<file path="src/hdl/god_pkg.sv">
// Package for the glyph outline decoder: shared codes, flag bit positions,
// and the command and status structs between controller and datapath.
// No dependencies.
package god_pkg;

  // Default capacity of the flag and x coordinate stores
  localparam int MaxPointsDef = 64;

  // Result kinds
  localparam logic [1:0] KIND_HEADER = 2'd0;
  localparam logic [1:0] KIND_END    = 2'd1;
  localparam logic [1:0] KIND_POINT  = 2'd2;
  localparam logic [1:0] KIND_ERROR  = 2'd3;

  // Error codes
  localparam logic [1:0] ERR_CONTOURS = 2'd0;
  localparam logic [1:0] ERR_POINTS   = 2'd1;
  localparam logic [1:0] ERR_REPEAT   = 2'd2;

  // Bit positions of the packed flag held in the flag store
  localparam int FL_ON     = 0;
  localparam int FL_XSHORT = 1;
  localparam int FL_YSHORT = 2;
  localparam int FL_XSAME  = 3;
  localparam int FL_YSAME  = 4;
  localparam int FlagW     = 5;

  // Repeat bit of a raw flag byte
  localparam int RAW_REPEAT = 3;

  // Datapath operations, one per cycle
  typedef enum logic [4:0] {
    OP_NONE,
    OP_RESTART,
    OP_HDR,
    OP_ENDS,
    OP_ILEN,
    OP_SKIP,
    OP_FLAG,
    OP_FREP,
    OP_REP,
    OP_XSTART,
    OP_XFETCH,
    OP_XSAME,
    OP_XBYTE,
    OP_YSTART,
    OP_YFETCH,
    OP_YSAME,
    OP_YBYTE,
    OP_ERR
  } god_op_e;

  typedef struct packed {
    god_op_e    op;
    logic [1:0] err;
  } god_cmd_t;

  typedef struct packed {
    logic half;        // second byte of a word
    logic hdr_final;   // this byte completes the header
    logic positive;    // contour count is positive
    logic too_many;    // contour count above capacity
    logic ends_last;   // this byte completes the last contour end
    logic total_over;  // point count above capacity
    logic word_zero;   // current word is zero
    logic skip_one;    // last instruction byte
    logic raw_rep;     // flag byte carries repeat
    logic flag_end;    // flag write fills the last point
    logic rep_over;    // repeat count runs past the points
    logic rep_zero;    // no repeats left
    logic cursor_end;  // cursor reached point count
    logic xshort;
    logic xsame;
    logic yshort;
    logic ysame;
    logic out_free;    // output register can take a result
  } god_stat_t;

endpackage

</file>
<file path="src/hdl/god_ctrl.sv">
// Controller of the glyph outline decoder: sequences record sections and
// issues one datapath operation per cycle. Depends on god_pkg.
module god_ctrl (
  input  logic               clk_i,
  input  logic               rst_ni,
  input  logic               in_valid_i,
  input  logic               in_start_i,
  output logic               in_ready_o,
  input  god_pkg::god_stat_t stat_i,
  output god_pkg::god_cmd_t  cmd_o
);

  localparam logic [4:0] S_IDLE  = 5'd0;
  localparam logic [4:0] S_HDR   = 5'd1;
  localparam logic [4:0] S_ENDS  = 5'd2;
  localparam logic [4:0] S_ILEN  = 5'd3;
  localparam logic [4:0] S_SKIP  = 5'd4;
  localparam logic [4:0] S_FLAG  = 5'd5;
  localparam logic [4:0] S_FREP  = 5'd6;
  localparam logic [4:0] S_REP   = 5'd7;
  localparam logic [4:0] S_XINIT = 5'd8;
  localparam logic [4:0] S_XCHK  = 5'd9;
  localparam logic [4:0] S_XDEC  = 5'd10;
  localparam logic [4:0] S_XBYTE = 5'd11;
  localparam logic [4:0] S_YINIT = 5'd12;
  localparam logic [4:0] S_YCHK  = 5'd13;
  localparam logic [4:0] S_YDEC  = 5'd14;
  localparam logic [4:0] S_YBYTE = 5'd15;
  localparam logic [4:0] S_ERR   = 5'd16;

  logic [4:0] state_q, state_d;
  logic [1:0] err_q, err_d;
  logic       wait_byte, accept;

  // States that take a byte; of them, S_HDR, S_ENDS and S_YBYTE may put out a result
  always_comb begin
    unique case (state_q)
      S_IDLE, S_HDR, S_ENDS, S_ILEN, S_SKIP, S_FLAG, S_FREP, S_XBYTE, S_YBYTE:
        wait_byte = 1'b1;
      default: wait_byte = 1'b0;
    endcase
  end
  assign in_ready_o = wait_byte && stat_i.out_free;
  assign accept     = in_valid_i && in_ready_o;

  always_comb begin
    state_d    = state_q;
    err_d      = err_q;
    cmd_o.op   = god_pkg::OP_NONE;
    cmd_o.err  = err_q;
    if (accept && in_start_i) begin
      // a new record drops whatever was in progress
      cmd_o.op = god_pkg::OP_RESTART;
      state_d  = S_HDR;
    end else begin
      unique case (state_q)
        S_IDLE: ;
        S_HDR: if (accept) begin
          cmd_o.op = god_pkg::OP_HDR;
          if (stat_i.hdr_final) begin
            if (!stat_i.positive) begin
              state_d = S_IDLE;
            end else if (stat_i.too_many) begin
              err_d   = god_pkg::ERR_CONTOURS;
              state_d = S_ERR;
            end else begin
              state_d = S_ENDS;
            end
          end
        end
        S_ENDS: if (accept) begin
          cmd_o.op = god_pkg::OP_ENDS;
          if (stat_i.ends_last) begin
            if (stat_i.total_over) begin
              err_d   = god_pkg::ERR_POINTS;
              state_d = S_ERR;
            end else begin
              state_d = S_ILEN;
            end
          end
        end
        S_ILEN: if (accept) begin
          cmd_o.op = god_pkg::OP_ILEN;
          if (stat_i.half) begin
            state_d = stat_i.word_zero ? S_FLAG : S_SKIP;
          end
        end
        S_SKIP: if (accept) begin
          cmd_o.op = god_pkg::OP_SKIP;
          if (stat_i.skip_one) state_d = S_FLAG;
        end
        S_FLAG: if (accept) begin
          cmd_o.op = god_pkg::OP_FLAG;
          if (stat_i.raw_rep) begin
            state_d = S_FREP;
          end else if (stat_i.flag_end) begin
            state_d = S_XINIT;
          end
        end
        S_FREP: if (accept) begin
          cmd_o.op = god_pkg::OP_FREP;
          if (stat_i.rep_over) begin
            err_d   = god_pkg::ERR_REPEAT;
            state_d = S_ERR;
          end else begin
            state_d = S_REP;
          end
        end
        // one repeated flag written per cycle
        S_REP: begin
          if (stat_i.rep_zero) begin
            state_d = stat_i.cursor_end ? S_XINIT : S_FLAG;
          end else begin
            cmd_o.op = god_pkg::OP_REP;
          end
        end
        S_XINIT: begin
          cmd_o.op = god_pkg::OP_XSTART;
          state_d  = S_XCHK;
        end
        S_XCHK: begin
          if (stat_i.cursor_end) begin
            state_d = S_YINIT;
          end else begin
            cmd_o.op = god_pkg::OP_XFETCH;
            state_d  = S_XDEC;
          end
        end
        S_XDEC: begin
          if (!stat_i.xshort && stat_i.xsame) begin
            cmd_o.op = god_pkg::OP_XSAME;
            state_d  = S_XCHK;
          end else begin
            state_d = S_XBYTE;
          end
        end
        S_XBYTE: if (accept) begin
          cmd_o.op = god_pkg::OP_XBYTE;
          if (stat_i.xshort || stat_i.half) state_d = S_XCHK;
        end
        S_YINIT: begin
          cmd_o.op = god_pkg::OP_YSTART;
          state_d  = S_YCHK;
        end
        S_YCHK: begin
          if (stat_i.cursor_end) begin
            state_d = S_IDLE;
          end else begin
            cmd_o.op = god_pkg::OP_YFETCH;
            state_d  = S_YDEC;
          end
        end
        S_YDEC: begin
          if (!stat_i.yshort && stat_i.ysame) begin
            if (stat_i.out_free) begin
              cmd_o.op = god_pkg::OP_YSAME;
              state_d  = S_YCHK;
            end
          end else begin
            state_d = S_YBYTE;
          end
        end
        S_YBYTE: if (accept) begin
          cmd_o.op = god_pkg::OP_YBYTE;
          if (stat_i.yshort || stat_i.half) state_d = S_YCHK;
        end
        S_ERR: begin
          if (stat_i.out_free) begin
            cmd_o.op = god_pkg::OP_ERR;
            state_d  = S_IDLE;
          end
        end
        default: state_d = S_IDLE;
      endcase
    end
  end

  always_ff @(posedge clk_i or negedge rst_ni) begin
    if (!rst_ni) begin
      state_q <= S_IDLE;
      err_q   <= god_pkg::ERR_CONTOURS;
    end else begin
      state_q <= state_d;
      err_q   <= err_d;
    end
  end

endmodule

</file>
<file path="config.mk">
export PLATFORM = sky130hd
export DESIGN_NAME = god_ctrl
export DESIGN_NICKNAME = d
export VERILOG_FILES = /design/src/hdl/god_pkg.sv /design/src/hdl/god_ctrl.sv
export SDC_FILE = /design/constraint.sdc
export NUM_CORES = 1
export LEC_CHECK = 0
export ABC_AREA = 1
export BUFFER_PORTS_ARGS = -buffer_cell sky130_fd_sc_hd__buf_2
export CORE_MARGIN = 2
export CORE_UTILIZATION = 45
export CTS_BUF_LIST = sky130_fd_sc_hd__clkbuf_16
export DETAILED_ROUTE_END_ITERATION = 16
export MAX_ROUTING_LAYER = met4
export PLACE_DENSITY = 0.69
export SETUP_SLACK_MARGIN = 0.4
export SLEW_MARGIN = 20
export SYNTH_ARGS = -nofsm -noshare
export SYNTH_HDL_FRONTEND = slang
export SYNTH_SLANG_ARGS = --single-unit
</file>
<file path="constraint.sdc">
create_clock -name clk_i -period 1.7 [get_ports clk_i]
set_input_delay 0.255 -clock clk_i [delete_from_list [all_inputs] [get_ports clk_i]]
set_output_delay 0.255 -clock clk_i [all_outputs]
set_load 0.03 [all_outputs]
</file>
After elaboration in Yosys (flattened, before gate mapping)
Memory sizes are Yosys's and may differ from the RTL's.
Index checks and enable logic that the tools add are counted.
{ "word_totals": {"register_bits": 7, "mem_bits_ro": 16, "input_bits": 22, "output_inout_bits": 8, "elab_cells": 119, "n_memories": 1} }
{ "classes": {"n_eq_ne": 44, "mux": 58, "bitwise": 1, "reduce_logical": 13} }
{ "mem_list": {"columns": ["name", "words", "word_bits", "rd", "rd_clocked_by_memory_dff", "write_ports", "line", "source"], "rows": [
  ["(name not given)", 16, 1, 1, 0, 0, "god_ctrl.sv:37", "unique case (state_q)"]
]} }
{ "op_table": {"columns": ["operator", "count"], "rows": [
  ["2-to-1 mux 5 bit", 28],
  ["one-hot mux 5 bit (17 select lines)", 1],
  ["one-hot mux 5 bit (16 select lines)", 1],
  ["!= test 3 bit (second input constant)", 16],
  ["equality test 5 x 4 -> 1 bit (second input constant)", 8],
  ["2-to-1 mux 4 bit", 8],
  ["2-to-1 mux 2 bit", 12],
  ["equality test 5 x 3 -> 1 bit (second input constant)", 4],
  ["!= test 2 bit (second input constant)", 10],
  ["AND reduction 19 bit", 1],
  ["2-to-1 mux 3 bit", 5],
  ["AND reduction 11 bit", 1],
  ["equality test 5 x 2 -> 1 bit (second input constant)", 2],
  ["!= test 4 bit (second input constant)", 2],
  ["one-hot mux 2 bit (3 select lines)", 1],
  ["equality test 5 x 1 -> 1 bit (second input constant)", 1],
  ["equality test 5 bit (second input constant)", 1],
  ["logical AND 1 bit", 5],
  ["zero test 5 bit", 1],
  ["nonzero test 3 bit", 1],
  ["zero test 1 bit", 2],
  ["logical OR 1 bit", 2],
  ["2-to-1 mux 1 bit", 2],
  ["inverter 1 bit", 1]
]} }

Logic depth before layout (Yosys ltp)
An unclocked memory read counts as a cell.
{ "depth": {"ltp_word": 7, "depth_mapped": 12, "depth_no_buf": 12} }

Worst setup path after synthesis
OpenSTA, ideal clock, no wires.
{ "synth_timing": {"path_kind": "reg-to-output", "from": "register state_q[0]", "to": "output port cmd_o[4] in the netlist's numbering", "arrival_time_ns": 1.633, "required_time_ns": 1.445, "setup_slack_ns": -0.188, "stages_incl_launch_ff": 8, "path_buffers": 0, "cell_sequence": "dfrtp_1 -> nand2_1 -> inv_1 -> nand2_2 -> nand4_4 -> nor2_1 -> nor2_1 -> a21oi_1"} }
{ "synth_rtl": {"columns": ["element", "line", "source"], "rows": [
  ["from (decl)", "god_ctrl.sv:31", "logic [4:0] state_q, state_d;"],
  ["from (signal assigned)", "god_ctrl.sv:183", "state_q <= state_d;"],
  ["to (decl)", "god_ctrl.sv:10", "output god_pkg::god_cmd_t cmd_o"]
]} }

==> summary.txt <==
Run status
  – Status: finished, violations left
  – Failing checks: negative setup slack

Drt
  – Detailed Route WL: 5350 um
  – Vias: 1759
  – Routed length per instance: 18.4 um
  – DRT antenna net count: 0
  – # DRC: 0
  – Drt first pass iters: 5
  – Initial drt markers: 92
  – Drt via density: 6.04

Cells and area
  – Area Growth Syn to Fin: 79.2%
  – Commonest non-fill, non-tap cell in the layout: nand2_1
  – Nets: 286
  – Antenna diodes: 0
  – Commonest cells after routing, fill and taps aside: nand2_1, buf_4, buf_2
  – Layout cells sized above 1: 54.0%

Clock tree
  – Htree depth: 1
  – CTS Sinks: 7
  – Register clock-pin slew on the reported worst setup and hold paths: 40 ps
  – CTS buffer count: 3
  – Worst-case clock buffer depth: 2
  – Root Buffer: clkbuf_16
  – CTS tree: yes
  – Clock Latency Late Sink: 230 ps

Global route
  – Vias in the first global route: 1553
  – First-pass GRT wire length: 6760 um
  – Global route total overflow: 0
  – Met2 Usage GRT: 57.8%
  – Busiest layer in global routing: met2
  – M3 GR Usage: 9.89%
  – Initial antenna violation count: 0
  – GRT Total Usage: 34.5%
  – Largest net degree at the start of global routing: 8
  – Met1 Resource Use GR: 37.4%

Pwr
  – Lkg Pwr: 1.04 nW
  – Power Dens Cells: 1040 mW/mm^2
  – Worst vdd rail ir drop: 1.36 mV
  – Pwr Total: 2.04 mW

STA
  – Max Slew Vio Count: 0
  – Slew Limit Headroom: 80.5%
  – Least-Margin Pin Slew: 293 ps
  – Skew final: 2.44 ps
  – Setup TNS: -1910 ps
  – Fmax: 485 MHz
  – Crit path time final: 2060 ps
  – Fin. Hold Viols: 0
  – RSZ-0062 raised after global routing: yes
  – Setup violators final: 9
  – Final worst slack: -360 ps
  – Final period util: 121%

Floorplan
  – Core area: 0.00225 sq mm
  – DIE AREA: 0.00283 sq mm
  – Chip Height: 53.2 um
  – Initial Utilization: 48.4%
  – I/O pin count: 30
  – Die W: 53.2 um
  – Std-Cell Rows: 17

Synth
  – Post-Syn Nets: 214
  – Cell Area, Synth: 0.00109 sq mm
  – Post-synthesis sequential area ratio: 16.1%
  – Area leader, netlist: nand2_1
  – Syn. warnings: 0
  – Share of the synthesized area in the top cell type: 18.6%
  – Synthesized flop and latch total: 7
  – Yosys cell types: 26
  – Post-Synthesis Cells: 192
  – Largest cells by area after synthesis: nand2_1, dfrtp_1, nor2_1, nand3_1, inv_1
  – Syn avg cell area: 5.68 sq um

Placed design
  – DP HPWL: 3320 um
  – I/O Buffers: 29
  – RePlAce Congestion: 1.00

Worst setup path
  – Worst path arrival time: 1800 ps
  – CP delay by family, top: flip-flops
  – CP peak stage delay: 500 ps
  – CP Buf/Inv Count: 3
  – Crit. End Element: primary output
  – Crit path kind: reg2out
  – Crit start category: register
  – Critical Path Slowest Stage Cell: dfrtp_2
  – Worst path cell trace: nand2_4 -> inv_1 -> nand2_1 -> nand3_1 -> o31ai_2 -> inv_2 -> buf_6
  – Crit-path max FO: 7
  – Critical Path RT: 1440 ps

Job
  – # Max-Cap Violations: 0

Min path
  – Min-Delay Path Class: in2reg
## metal layers
layer | vias to the layer above | part of all wire (%)
li1 | 762 | -
met3 | 53 | 10
met5 | - | 0
met4 | 0 | 6.8
met2 | 156 | 47
met1 | 788 | 36
## where the power goes
part	switching (mW)	internal, mW	leakage, nW
clock network	0.0955	0.307	0.0423
logic	0.847	0.524	0.912
registers	0.0635	0.199	0.0905
## metrics by stage
stage	utilization, %	hold slack (ps)	setup WS [ps]	instance area [sq um]	instances
6_report	86.7	363	-360	1960	291
5_1_grt	86.7	373	-439	1960	291
4_1_cts	79.3	346	-236	1790	285
3_5_place_dp	69.6	94.6	-32.9	1570	276
3_3_place_gp	69.6	90.4	-37.2	1570	276
2_1_floorplan	-	-40.6	125	1170	192
## state kept, by name (all words and copies together) (netlist names)
| name | count |
|---|---|
| err_q | 2 |
| state_q | 5 |
## cells in the mapped netlist, drive strengths merged
library cell / count
inv: 30
o211ai: 1
nand3b: 3
nand4: 8
a21oi: 6
o31ai: 1
o22ai: 1
o21ai: 6
nand2: 62
a31oi: 1
dfrtp: 7
nand3: 22
nor3: 1
nor2: 43
## cell families (layout without fill, tap and decap cells)
group	count (synthesis)	count (layout)	share of synthesized area, %
compound gates	16	16	8.37
simple gates	139	139	65.0
buf+inv	30	101	10.6
flops	7	7	16.1
## area by class of cell
class,count,area (sq um)
clock buffers,3,75.1
multi-input cells,155,1030
fillers,127,299
inverters,30,128
clock inverters,1,3.75
repair buffers,67,502
flip-flops and latches,7,180
well taps,28,35.0
## tightest hold or removal path, delay by kind of cell
family                 cells  cell delay, ps
AO/OA/AOI/OAI              1              70
buffers and inverters      2             220
## final timing paths
kind | startpoint | end | slack (ps) | cells after the start
max in group asynchronous | rst_ni | state_q[0]$_DFFE_PN0P_ | 1110 | 2
hold / removal | stat_i[0] | state_q[4]$_DFFE_PN0P_ | 360 | 3
setup / recovery | state_q[3]$_DFFE_PN0P_ | cmd_o[5] | -360 | 7
setup reg to reg | state_q[1]$_DFFE_PN0P_ | state_q[1]$_DFFE_PN0P_ | -150 | 12
min in group asynchronous | rst_ni | state_q[1]$_DFFE_PN0P_ | 420 | 2
hold reg to reg | err_q[0]$_DFFE_PN0P_ | err_q[0]$_DFFE_PN0P_ | 540 | 2
## timing repair
| action | CTS | global route |
|---|---|---|
| hold buffers | 1 | 0 |
| gates cloned | 0 | 0 |
| buffers inserted | 4 | 6 |
| pin swaps | 4 | 15 |
| setup endpoints to repair | 13 | 13 |
| resized for setup | 31 | 33 |
| hold endpoints to repair | 7 | 0 |
(Power assumes the default switching activity.)
